File: src/hdl/escd_pkg.sv
// ----------------------------------------------------------------------------
// escd_pkg: shared types and constants for the epoch to civil converter
// Stage numbering, pipeline control bundle and the scaled reciprocals that
// stand in for the constant divisions.
// ----------------------------------------------------------------------------
`default_nettype none

package escd_pkg;

  localparam int NumStages = 10;
  localparam int PendW     = $clog2(NumStages + 1);

  // register stage indices
  localparam int StgClamp  = 0;
  localparam int StgDivEst = 1;
  localparam int StgDayFix = 2;
  localparam int StgEra    = 3;
  localparam int StgDoe    = 4;
  localparam int StgYoeArg = 5;
  localparam int StgYoe    = 6;
  localparam int StgDoy    = 7;
  localparam int StgMonth  = 8;
  localparam int StgOut    = 9;

  typedef struct packed {
    logic [NumStages-1:0] en;
    logic [NumStages-1:0] vld;
  } pipe_ctrl_t;

  // 86400 = 675 * 2^7
  localparam int          DayLoBits   = 7;
  localparam logic [31:0] DayHi       = 32'd675;
  localparam logic [22:0] DayShift    = 23'd719468;
  localparam logic [22:0] DaysPerEra  = 23'd146097;
  localparam logic [17:0] DoeLast     = 18'd146096;
  localparam logic [17:0] DoeCent1    = 18'd36524;
  localparam logic [17:0] DoeCent2    = 18'd73048;
  localparam logic [17:0] DoeCent3    = 18'd109572;
  localparam logic [16:0] SecsPerHour = 17'd3600;

  // floor(2^41/675): quotient estimate low by at most one
  localparam logic [31:0] RecipDayHi = 32'((64'd1 << 41) / 64'd675);
  // rounded-up reciprocals, exact over the operand range in use
  localparam logic [23:0] RecipEra  = 24'(((64'd1 << 41) + 64'd146096) / 64'd146097);
  localparam logic [18:0] Recip1460 = 19'(((64'd1 << 29) + 64'd1459) / 64'd1460);
  localparam logic [18:0] Recip365  = 19'(((64'd1 << 27) + 64'd364) / 64'd365);
  localparam logic [9:0]  Recip100  = 10'(((64'd1 << 16) + 64'd99) / 64'd100);
  localparam logic [11:0] Recip153  = 12'(((64'd1 << 19) + 64'd152) / 64'd153);
  localparam logic [11:0] Recip5    = 12'(((64'd1 << 14) + 64'd4) / 64'd5);
  localparam logic [17:0] Recip3600 = 18'(((64'd1 << 29) + 64'd3599) / 64'd3600);
  localparam logic [12:0] Recip60   = 13'(((64'd1 << 18) + 64'd59) / 64'd60);

endpackage

`default_nettype wire

File: src/hdl/escd_pipe_ctrl.sv
// ----------------------------------------------------------------------------
// escd_pipe_ctrl: stage valids and enables
// Each stage advances when it is empty or the next one advances, so bubbles
// close up while the output beat is held.
// ----------------------------------------------------------------------------
`default_nettype none

module escd_pipe_ctrl (
  input  wire logic               clk_i,
  input  wire logic               rst_ni,
  input  wire logic               in_valid_i,
  output escd_pkg::pipe_ctrl_t    ctrl_o,
  output logic                    in_ready_o,
  input  wire logic               out_ready_i
);

  logic [escd_pkg::NumStages-1:0] vld_q, vld_d, en;

  always_comb begin
    en[escd_pkg::NumStages-1] = !vld_q[escd_pkg::NumStages-1] || out_ready_i;
    for (int k = escd_pkg::NumStages - 2; k >= 0; k--) begin
      en[k] = !vld_q[k] || en[k+1];
    end
    vld_d = vld_q;
    if (en[0]) begin
      vld_d[0] = in_valid_i;
    end
    for (int k = 1; k < escd_pkg::NumStages; k++) begin
      if (en[k]) begin
        vld_d[k] = vld_q[k-1];
      end
    end
  end

  always_ff @(posedge clk_i or negedge rst_ni) begin
    if (!rst_ni) begin
      vld_q <= '0;
    end else begin
      vld_q <= vld_d;
    end
  end

  assign ctrl_o.en  = en;
  assign ctrl_o.vld = vld_q;
  assign in_ready_o = en[0];

endmodule

`default_nettype wire

File: src/hdl/escd_civil.sv
// ----------------------------------------------------------------------------
// escd_civil: day count to proleptic Gregorian year, month and day
// Era split, day of era, year of era, day of year and month, spread over the
// stages from the era stage to the output stage.
// ----------------------------------------------------------------------------
`default_nettype none

module escd_civil (
  input  wire logic                 clk_i,
  input  wire escd_pkg::pipe_ctrl_t ctrl_i,
  input  wire logic [22:0]          days_i,
  output logic [14:0]               year_o,
  output logic [3:0]                month_o,
  output logic [4:0]                day_o
);

  // era stage
  logic [22:0] z_d, z_q;
  logic [46:0] era_prod;
  logic [5:0]  era_d, era3_q;
  // day of era stage
  logic [22:0] doe_full;
  logic [17:0] doe_d, doe4_q;
  logic [5:0]  era4_q;
  // year of era argument stage
  logic [36:0] p1460;
  logic [6:0]  c1460;
  logic [2:0]  c36524;
  logic        c_last;
  logic [17:0] t_d, t_q, doe5_q;
  logic [5:0]  era5_q;
  // year of era stage
  logic [36:0] p365;
  logic [8:0]  yoe_d, yoe6_q;
  logic [17:0] doe6_q;
  logic [5:0]  era6_q;
  // day of year stage
  logic [18:0] p100;
  logic [2:0]  c100;
  logic [17:0] doy_base, doy_full;
  logic [8:0]  doy_d, doy7_q, yoe7_q;
  logic [5:0]  era7_q;
  // month stage
  logic [10:0] mp_arg;
  logic [22:0] p153;
  logic [3:0]  mp_d, mp_q;
  logic [8:0]  doy8_q, yoe8_q;
  logic [5:0]  era8_q;
  // output stage
  logic [10:0] d_arg;
  logic [22:0] p5;
  logic [8:0]  q5, dom_full;
  logic [3:0]  mon_d;
  logic [14:0] year_d, year_q;
  logic [3:0]  month_q;
  logic [4:0]  day_d, day_q;

  always_comb begin
    z_d      = days_i + escd_pkg::DayShift;
    era_prod = 47'(z_d) * 47'(escd_pkg::RecipEra);
    era_d    = era_prod[46:41];

    doe_full = z_q - 23'(era3_q) * escd_pkg::DaysPerEra;
    doe_d    = doe_full[17:0];

    p1460  = 37'(doe4_q) * 37'(escd_pkg::Recip1460);
    c1460  = p1460[35:29];
    c36524 = 3'(doe4_q >= escd_pkg::DoeCent1) + 3'(doe4_q >= escd_pkg::DoeCent2)
           + 3'(doe4_q >= escd_pkg::DoeCent3) + 3'(doe4_q >= escd_pkg::DoeLast);
    c_last = (doe4_q == escd_pkg::DoeLast);
    t_d    = doe4_q - 18'(c1460) + 18'(c36524) - 18'(c_last);

    p365  = 37'(t_q) * 37'(escd_pkg::Recip365);
    yoe_d = p365[35:27];

    p100     = 19'(yoe6_q) * 19'(escd_pkg::Recip100);
    c100     = p100[18:16];
    doy_base = 18'(yoe6_q) * 18'd365 + 18'(yoe6_q[8:2]) - 18'(c100);
    doy_full = doe6_q - doy_base;
    doy_d    = doy_full[8:0];

    mp_arg = 11'(doy7_q) * 11'd5 + 11'd2;
    p153   = 23'(mp_arg) * 23'(escd_pkg::Recip153);
    mp_d   = p153[22:19];

    d_arg    = 11'(mp_q) * 11'd153 + 11'd2;
    p5       = 23'(d_arg) * 23'(escd_pkg::Recip5);
    q5       = p5[22:14];
    dom_full = doy8_q - q5 + 9'd1;
    day_d    = dom_full[4:0];
    // march-based month back to january-based
    mon_d    = (mp_q < 4'd10) ? mp_q + 4'd3 : mp_q - 4'd9;
    year_d   = 15'(yoe8_q) + 15'(era8_q) * 15'd400 + 15'(mon_d <= 4'd2);
  end

  always_ff @(posedge clk_i) begin
    if (ctrl_i.en[escd_pkg::StgEra]) begin
      z_q    <= z_d;
      era3_q <= era_d;
    end
    if (ctrl_i.en[escd_pkg::StgDoe]) begin
      doe4_q <= doe_d;
      era4_q <= era3_q;
    end
    if (ctrl_i.en[escd_pkg::StgYoeArg]) begin
      t_q    <= t_d;
      doe5_q <= doe4_q;
      era5_q <= era4_q;
    end
    if (ctrl_i.en[escd_pkg::StgYoe]) begin
      yoe6_q <= yoe_d;
      doe6_q <= doe5_q;
      era6_q <= era5_q;
    end
    if (ctrl_i.en[escd_pkg::StgDoy]) begin
      doy7_q <= doy_d;
      yoe7_q <= yoe6_q;
      era7_q <= era6_q;
    end
    if (ctrl_i.en[escd_pkg::StgMonth]) begin
      mp_q   <= mp_d;
      doy8_q <= doy7_q;
      yoe8_q <= yoe7_q;
      era8_q <= era7_q;
    end
    if (ctrl_i.en[escd_pkg::StgOut]) begin
      year_q  <= year_d;
      month_q <= mon_d;
      day_q   <= day_d;
    end
  end

  assign year_o  = year_q;
  assign month_o = month_q;
  assign day_o   = day_q;

endmodule

`default_nettype wire

File: src/hdl/epoch_seconds_to_civil_datetime.sv
// ----------------------------------------------------------------------------
// epoch_seconds_to_civil_datetime: unix seconds to civil date and time
// Subtracts the look-back window, clamps at the epoch and returns year,
// month, day, hour, minute and second of the resulting instant.
// ----------------------------------------------------------------------------
// throughput: one beat per cycle while the output side is ready, set by the ten-stage register pipeline
// each stage advances on its own, so a held output beat stalls only full stages
// reset: all stage valids clear and the window register returns to zero
// configuration port is always ready
`default_nettype none

module epoch_seconds_to_civil_datetime (
  input  wire logic        clk_i,
  input  wire logic        rst_ni,
  input  wire logic        cfg_valid_i,
  output logic             cfg_ready_o,
  input  wire logic [31:0] cfg_data_i,     // window_seconds
  input  wire logic        s_axis_tvalid,
  output logic             s_axis_tready,
  input  wire logic [39:0] s_axis_tdata,   // now_seconds[39:0]
  output logic             m_axis_tvalid,
  input  wire logic        m_axis_tready,
  // year[14:0], month[18:15], day_of_month[23:19], hour[28:24],
  // minute[34:29], second[40:35], zero pad[47:41]
  output logic [47:0]      m_axis_tdata
);

  typedef struct packed {
    logic [4:0] hr;
    logic [5:0] mn;
    logic [5:0] sc;
  } hms_t;

  escd_pkg::pipe_ctrl_t ctrl;

  logic [31:0] win_q, win_d;

  // clamp stage
  logic [38:0] since_d, since_q;
  // quotient estimate stage
  logic [63:0] day_prod;
  logic [22:0] qe_d, qe_q;
  logic [31:0] x1_q;
  logic [escd_pkg::DayLoBits-1:0] lo1_q;
  // day fix stage
  logic [31:0] r32;
  logic [10:0] r11, rr;
  logic        fix;
  logic [22:0] days_d, days_q;
  logic [16:0] sod_d, sod_q;
  // hour, minute, second stages
  logic [34:0] p3600;
  logic [4:0]  hr3_d, hr3_q, hr4_q, hr5_q;
  logic [16:0] sod3_q, remh_full;
  logic [11:0] remh4_d, remh4_q, remh5_q;
  logic [24:0] p60;
  logic [5:0]  mn5_d, mn5_q;
  logic [11:0] sc_full;
  hms_t        hms6_d, hms6_q, hms7_q, hms8_q, hms9_q;

  logic [14:0] year;
  logic [3:0]  month;
  logic [4:0]  dom;

  escd_pipe_ctrl u_ctrl (
    .clk_i       (clk_i),
    .rst_ni      (rst_ni),
    .in_valid_i  (s_axis_tvalid),
    .ctrl_o      (ctrl),
    .in_ready_o  (s_axis_tready),
    .out_ready_i (m_axis_tready)
  );

  assign cfg_ready_o = 1'b1;
  assign win_d       = (cfg_valid_i && cfg_ready_o) ? cfg_data_i : win_q;

  always_ff @(posedge clk_i or negedge rst_ni) begin
    if (!rst_ni) begin
      win_q <= '0;
    end else begin
      win_q <= win_d;
    end
  end

  always_comb begin
    // negative time or window past the epoch pins to zero
    if (s_axis_tdata[39] || (s_axis_tdata[38:0] <= 39'(win_q))) begin
      since_d = '0;
    end else begin
      since_d = s_axis_tdata[38:0] - 39'(win_q);
    end

    day_prod = 64'(since_q[38:escd_pkg::DayLoBits]) * 64'(escd_pkg::RecipDayHi);
    qe_d     = day_prod[63:41];

    r32    = x1_q - 32'(qe_q) * escd_pkg::DayHi;
    r11    = r32[10:0];
    fix    = (r11 >= 11'(escd_pkg::DayHi));
    days_d = fix ? qe_q + 23'd1 : qe_q;
    rr     = fix ? r11 - 11'(escd_pkg::DayHi) : r11;
    sod_d  = {rr[9:0], lo1_q};

    p3600 = 35'(sod_q) * 35'(escd_pkg::Recip3600);
    hr3_d = p3600[33:29];

    remh_full = sod3_q - 17'(hr3_q) * escd_pkg::SecsPerHour;
    remh4_d   = remh_full[11:0];

    p60   = 25'(remh4_q) * 25'(escd_pkg::Recip60);
    mn5_d = p60[23:18];

    sc_full   = remh5_q - 12'(mn5_q) * 12'd60;
    hms6_d.hr = hr5_q;
    hms6_d.mn = mn5_q;
    hms6_d.sc = sc_full[5:0];
  end

  always_ff @(posedge clk_i) begin
    if (ctrl.en[escd_pkg::StgClamp]) begin
      since_q <= since_d;
    end
    if (ctrl.en[escd_pkg::StgDivEst]) begin
      qe_q  <= qe_d;
      x1_q  <= since_q[38:escd_pkg::DayLoBits];
      lo1_q <= since_q[escd_pkg::DayLoBits-1:0];
    end
    if (ctrl.en[escd_pkg::StgDayFix]) begin
      days_q <= days_d;
      sod_q  <= sod_d;
    end
    if (ctrl.en[escd_pkg::StgEra]) begin
      hr3_q  <= hr3_d;
      sod3_q <= sod_q;
    end
    if (ctrl.en[escd_pkg::StgDoe]) begin
      remh4_q <= remh4_d;
      hr4_q   <= hr3_q;
    end
    if (ctrl.en[escd_pkg::StgYoeArg]) begin
      mn5_q   <= mn5_d;
      remh5_q <= remh4_q;
      hr5_q   <= hr4_q;
    end
    if (ctrl.en[escd_pkg::StgYoe]) begin
      hms6_q <= hms6_d;
    end
    if (ctrl.en[escd_pkg::StgDoy]) begin
      hms7_q <= hms6_q;
    end
    if (ctrl.en[escd_pkg::StgMonth]) begin
      hms8_q <= hms7_q;
    end
    if (ctrl.en[escd_pkg::StgOut]) begin
      hms9_q <= hms8_q;
    end
  end

  escd_civil u_civil (
    .clk_i   (clk_i),
    .ctrl_i  (ctrl),
    .days_i  (days_q),
    .year_o  (year),
    .month_o (month),
    .day_o   (dom)
  );

  assign m_axis_tvalid = ctrl.vld[escd_pkg::StgOut];
  assign m_axis_tdata  = {7'd0, hms9_q.sc, hms9_q.mn, hms9_q.hr, dom, month, year};

endmodule

`default_nettype wire

File: config.mk
export PLATFORM = sky130hd
export DESIGN_NAME = epoch_seconds_to_civil_datetime
export DESIGN_NICKNAME = d
export VERILOG_FILES = /design/src/hdl/escd_pkg.sv /design/src/hdl/escd_pipe_ctrl.sv /design/src/hdl/escd_civil.sv /design/src/hdl/epoch_seconds_to_civil_datetime.sv
export SDC_FILE = /design/constraint.sdc
export NUM_CORES = 2
export LEC_CHECK = 0
export ABC_AREA = 0
export BUFFER_PORTS_ARGS = -buffer_cell sky130_fd_sc_hd__buf_2
export CORE_MARGIN = 1.5
export CORE_UTILIZATION = 45
export CTS_CLUSTER_DIAMETER = 60
export DETAILED_ROUTE_END_ITERATION = 16
export HOLD_SLACK_MARGIN = 0.15
export PLACE_DENSITY = 0.57
export SLEW_MARGIN = 20
export SYNTH_ARGS = -nofsm -noshare
export SYNTH_HDL_FRONTEND = slang
export SYNTH_SLANG_ARGS = --single-unit
export TNS_END_PERCENT = 1
File: constraint.sdc
create_clock -name clk_i -period 11.9 [get_ports clk_i]
set_clock_uncertainty 0.15 [all_clocks]
set_input_delay 0.595 -clock clk_i [delete_from_list [all_inputs] [get_ports clk_i]]
set_output_delay 0.595 -clock clk_i [all_outputs]
set_load 0.02 [all_outputs]
After elaboration in Yosys (flattened, before gate mapping)

Cells that the tools add are included.

Add/sub/neg operators: 25
$mul: 17
Divide/modulo/power cells: 0
Magnitude comparators: 8
Equal/unequal tests: 1
Shift operators: 0
Mux-type cells: 3
Bitwise logic cells: 0
Reductions and logical operators: 21

Operators by type and width:

| kind                                                                                  | count |
|---|---|
| 18-bit by 16-bit multiplier with 33-bit output, second input constant                 | 2 |
| 32-bit by 31-bit multiplier with 63-bit output, second input constant                 | 1 |
| 23-bit by 24-bit multiplier with 47-bit output, second input constant                 | 1 |
| 39-bit by 32-bit less-or-equal comparator with 1-bit output                           | 1 |
| 39-bit by 32-bit subtractor with 39-bit output                                        | 1 |
| 18-bit by 17-bit greater-or-equal comparator with 1-bit output, second input constant | 2 |
| 17-bit by 18-bit multiplier with 34-bit output, second input constant                 | 1 |
| 23-bit by 1-bit adder with 23-bit output, second input constant                       | 1 |
| 23-bit by 20-bit adder with 23-bit output, second input constant                      | 1 |
| 11-bit by 12-bit multiplier with 23-bit output, second input constant                 | 1 |
| 12-bit by 12-bit multiplier with 23-bit output, second input constant                 | 1 |
| 23-bit by 10-bit multiplier with 11-bit output, second input constant                 | 1 |
| 23-bit 2-to-1 mux                                                                     | 1 |
| 11-bit by 2-bit adder with 11-bit output, second input constant                       | 2 |
| 11-bit by 12-bit multiplier with 19-bit output, second input constant                 | 1 |
| 18-bit by 3-bit adder with 18-bit output                                              | 1 |
| 18-bit equality test, second input constant                                           | 1 |
| 18-bit by 16-bit greater-or-equal comparator with 1-bit output, second input constant | 1 |
| 18-bit greater-or-equal comparator, second input constant                             | 1 |
| 6-bit by 18-bit multiplier with 18-bit output, second input constant                  | 1 |
| 18-bit by 1-bit subtractor with 18-bit output                                         | 1 |
| 18-bit subtractor                                                                     | 1 |
| 18-bit by 7-bit subtractor with 18-bit output                                         | 1 |
| 15-bit by 1-bit adder with 15-bit output                                              | 1 |
| 28 further kinds                                                                      | 48 |

Register bits: 458
Latch bits: 0
Memory bits (writable): 0
Bits in read-only memories: 0
Input port bits: 77
Output and inout bits: 51
Word-level logic and storage cells: 131
Memories kept: 0

Depth between registers and ports, before layout

Word-level depth: 11
Gate-level depth with buffers: 39
Gate-level depth less buffers: 39

Hierarchy

From an unflattened synthesis, not the netlist that was laid out.

Cells, all modules: 6196
Area, all modules: 67558.5 µm²

Modules (own cells, without submodules):

| module                          | instances | cells each | area an instance (µm²) |
|---|---|---|---|
| escd_civil                      | 1         | 3318       | 35585.4 |
| epoch_seconds_to_civil_datetime | 1         | 2841       | 31522.7 |
| escd_pipe_ctrl                  | 1         | 37         | 450.4 |

Worst setup path after synthesis

No wires, ideal clock.

Kind: register to register
Start point: register days_q[2]
End point: register u_civil.era3_q[5] (data pin)
Library setup time: 0.260 ns
Arrival time: 8.294 ns
Data required time: 11.490 ns
Path slack: 3.196 ns
Cell stages (with the launch flop): 37
Path buffers: 1
Cells stage by stage: edfxtp_1 -> clkbuf_1 -> inv_1 -> ha_1 -> o21ai_0 -> a31oi_1 -> o21bai_1 -> or2_2 -> nor4_1 -> nor2_1 -> nor2_1 -> o21a_1 -> nor2_1 -> xor2_1 -> ha_1 -> inv_1 -> fa_1 -> inv_1 -> fa_1 -> inv_1 -> fa_1 -> inv_1 -> fa_1 -> fa_1 -> fa_1 -> ha_1 -> a21o_1 -> a21oi_1 -> o211ai_1 -> a211oi_1 -> nor2_1 -> nor3_1 -> a21boi_0 -> o41a_1 -> a21o_1 -> a21oi_1 -> xnor2_1

Word-level cells in the longest chain between the ends: 2

Ends and longest elaborated chain:

| element                                        | line                                   | source |
|---|---|---|
| from (decl)                                    | epoch_seconds_to_civil_datetime.sv:49  | `logic [22:0] days_d, days_q;` |
| from (signal assigned)                         | epoch_seconds_to_civil_datetime.sv:128 | `days_q <= days_d;` |
| 23-bit by 20-bit adder with 23-bit output      | escd_civil.sv:59                       | `z_d = days_i + escd_pkg::DayShift;` |
| via u_civil.z_d[2]                             | escd_civil.sv:18                       | `logic [22:0] z_d, z_q;` |
| 23-bit by 24-bit multiplier with 47-bit output | escd_civil.sv:60                       | `era_prod = 47'(z_d) * 47'(escd_pkg::RecipEra);` |
| via u_civil.era_prod[46]                       | escd_civil.sv:19                       | `logic [46:0] era_prod;` |
| to (signal assigned)                           | escd_civil.sv:99                       | `era3_q <= era_d;` |
| to (decl)                                      | escd_civil.sv:20                       | `logic [5:0] era_d, era3_q;` |

The timed path passes the listed nets, and every way through them passes these cells.
A chain may end at the register's enable or synchronous reset.

Worst setup path in the final report

Ends and elaborated chain as after synthesis.

==> flow_metrics.py <==
metrics = {
    "routing": {
        "vias": 40600,
        "drtPass1Iterations": 6,
        "vias_per_cell": 4.92,
        "wirelength_mm": 141,
        "routedWlPerCell_um": 17.1,
        "ant_nets": 0,
        "drc": 0,
        "drt-initial-drc-count": 1408,
    },
    "floorplanning": {
        "dieArea_um2": 150000,
        "start_util_pct": 45.2,
        "coreArea_um2": 147000,
        "die_x_um": 388,
        "fp-row-count": 141,
        "die_h_um": 388,
        "pin_count": 128,
    },
    "worst_setup_path": {
        "critPathLaunchType": "flip-flop",
        "crit_type": "reg -> reg",
        "worstPathRequired_ns": 12.15,
        "worstReg2RegStart": "days_q[2]$_DFFE_PP_",
        "arrival_ns": 9.88,
        "crit_start": "days_q[2]$_DFFE_PP_",
        "cp_max_fo": 8,
        "endpoint_kind": "flip-flop",
        "cpPeakStageDelay_ns": 0.55,
        "cp_slowest_cell": "fa_1",
        "cp_common_cell": "fa_1",
    },
    "clock_network": {
        "post_cts_buffers": 0,
        "cts_root_buffer": "clkbuf_16",
        "clkSlewWorstSetupHoldPaths_ns": 0.06,
        "cts.path.max_buffers": 3,
        "clk_latency_ns": 0.66,
        "postCtsHoldBufs": 40,
        "cts_tree": "built",
        "cts.repair.resized": 0,
        "cts-buffers-inserted": 58,
        "cts.htree.levels": 2,
        "clock-sinks": 458,
    },
    "yosys": {
        "synthFlopType": "edfxtp_1",
        "yosys_warnings": 0,
        "netlist_instances": 6042,
        "synth_edf_count": 416,
        "synth-seq-area-share_pct": 20.3,
        "synth_top_area_cell": "ha_1",
        "synth_top_area_share_pct": 29.9,
        "ys_ff_latch": 458,
        "yosysUniqueCellTypes": 80,
        "syn_area_per_cell_um2": 11.0,
        "synth_area_um2": 66600,
        "synth_area_leaders": "ha_1, fa_1, edfxtp_1",
        "ys_async_sr_fraction_pct": 9.17,
    },
    "sta": {
        "relSlewSlack_pct": 26.1,
        "max_freq_ghz": 0.104,
        "setup_viol": 0,
        "rsz0062_at_grt": "no",
        "hold_violations": 0,
        "maxSlewViolCount": 0,
        "whs_ns": 0.216,
        "tightest_slew_ns": 1.11,
        "fin_tns_setup_ns": 0,
        "period_share_pct": 80.9,
        "period_needed_ns": 9.63,
    },
    "finish": {
        "finalNonFillerCells": 8241,
        "diodes": 0,
        "area_delta_synth_final_pct": 8.20,
        "fillers": 13400,
        "drive_above_1_share_pct": 4.64,
        "nets": 8821,
    },
    "place": {
        "portBuffers": 119,
        "gp_congestion": 0.920,
        "hpwl_mm": 122,
        "post-place-cells": 8092,
    },
    "run_status": {
        "outcome": "finished, final reports clean",
    },
    "global_routing": {
        "grt_pass1_wl_mm": 232,
        "grt-ovfl-total": 0,
        "grt_max_degree": 64,
        "track_usage_pct": 19.5,
        "antenna_found_initial": 2,
        "grt_pass1_vias": 44000,
    },
    "job": {
        "max-cap-violations": 0,
    },
    "hold_path": {
        "hold_start": "s_axis_tdata[32]",
        "hold_path_class": "in -> reg",
    },
}
kinds of logic (layout without fill, tap and decap cells):
logic type	count (synthesis)	after routing	synth area share (%)
simple gates	576	576	4.19
buf+inv	1674	1937	9.50
other cells	2	8	0.0113
fa+ha+maj	2482	2482	56.6
compound gates	553	553	5.45
flops	458	458	20.3
xor+xnor	295	295	3.88
mux	2	2	0.0338
metal layers:
layer | share of wire, % | GRT usage, %
met2 | 50 | 34.3
met5 | 0.0057 | 0
met4 | 2.7 | 5.06
met3 | 2.8 | 2.03
met1 | 45 | 25.6
state kept, by name, indices dropped and copies added (netlist names), 18 cells and up:
register        flops
u_civil.z_q        18
days_q             23
u_civil.doe4_q     18
since_q            39
qe_q               23
win_q              32
u_civil.t_q        18
cell type report:
| type | count | area, um2 | share of cell area, % |
|---|---|---|---|
| Inverter | 1648 | 6190 | 8.58 |
| Tap cell | 1930 | 2410 | 3.35 |
| Sequential cell | 458 | 13500 | 18.8 |
| Timing Repair Buffer | 180 | 1160 | 1.60 |
| Multi-Input combinational cell | 3916 | 46900 | 65.0 |
| Clock buffer | 65 | 1480 | 2.05 |
| Clock inverter | 44 | 475 | 0.659 |
worst paths after layout:
path	cells past startpoint	end	slack [ns]
setup / recovery	35	u_civil.era3_q[5]$_DFFE_PP_	2.27
hold / removal	3	since_q[32]$_SDFFCE_PP0P_	0.22
setup reg to reg	35	u_civil.era3_q[5]$_DFFE_PP_	2.27
hold reg to reg	0	hms6_q[15]$_DFFE_PP_	0.26
max in group asynchronous	2	u_ctrl.vld_q[7]$_DFFE_PN0P_	10.82
min in group asynchronous	2	win_q[24]$_DFFE_PN0P_	0.31
Yosys cell counts, drive strengths merged, types with 6 or more instances:
| library cell | count |
|---|---|
| o2111ai | 7 |
| nor3 | 55 |
| o211ai | 19 |
| a31oi | 18 |
| nand3 | 39 |
| nand2 | 140 |
| and3 | 17 |
| buf | 13 |
| nor3b | 7 |
| clkbuf | 13 |
| a21oi | 159 |
| or2 | 14 |
| dfrtp | 42 |
| or3 | 12 |
| nor2b | 35 |
| nor2 | 156 |
| ha | 1593 |
| a21o | 78 |
| a31o | 6 |
| o21bai | 24 |
| edfxtp | 416 |
| and2 | 13 |
| a21boi | 9 |
| nor4 | 11 |
| o21ai | 125 |
| xor2 | 98 |
| a2111oi | 9 |
| xnor2 | 197 |
| a211oi | 15 |
| fa | 889 |
| inv | 1648 |
| nand4 | 31 |
| o31ai | 6 |
| nand2b | 31 |
| o21a | 34 |
worst max-delay path: cells and delay by family, from the launching register on:
kind                     cells  cell delay [ns]
AO/OA/AOI/OAI               12             2.44
buffers and inverters        5             0.48
XOR/XNOR                     2             0.43
AND/OR/NAND/NOR              7             1.30
flip-flops                   1             0.50
adder cells (fa/ha/maj)      9             4.06
per-stage QoR:
step	instance area [um2]	util (%)	setup WS, ns
CTS	72100	48.9	2.23
detailed placement	69700	47.3	2.28
finish	72100	48.9	2.27
global route	72100	48.9	1.64
global placement	69700	47.3	2.47
floorplan	66700	-	3.20
placed cells by master, fill, tap and decap left out, types with 14 or more instances in the layout:
cell           instances
o211ai_1              18
o21ai_0              118
clkbuf_16             58
o21a_1                34
edfxtp_1             416
dfrtp_1               42
nand4_1               30
nor3_1                54
and3_1                17
xnor2_1              195
buf_2                118
dlygate4sd3_1         40
nor2b_1               35
inv_1               1644
fa_1                 889
o21bai_1              24
a31oi_1               16
a211oi_1              14
nand2_1              137
a21oi_1              155
nand2b_1              31
nor2_1               156
or2_2                 14
nand3_1               37
xor2_1                97
buf_4                 22
ha_1                1593
a21o_1                78
Power is left out: the tool's default activity adds up to more than one toggle a clock period on the data nets, which glitch-free logic cannot reach.
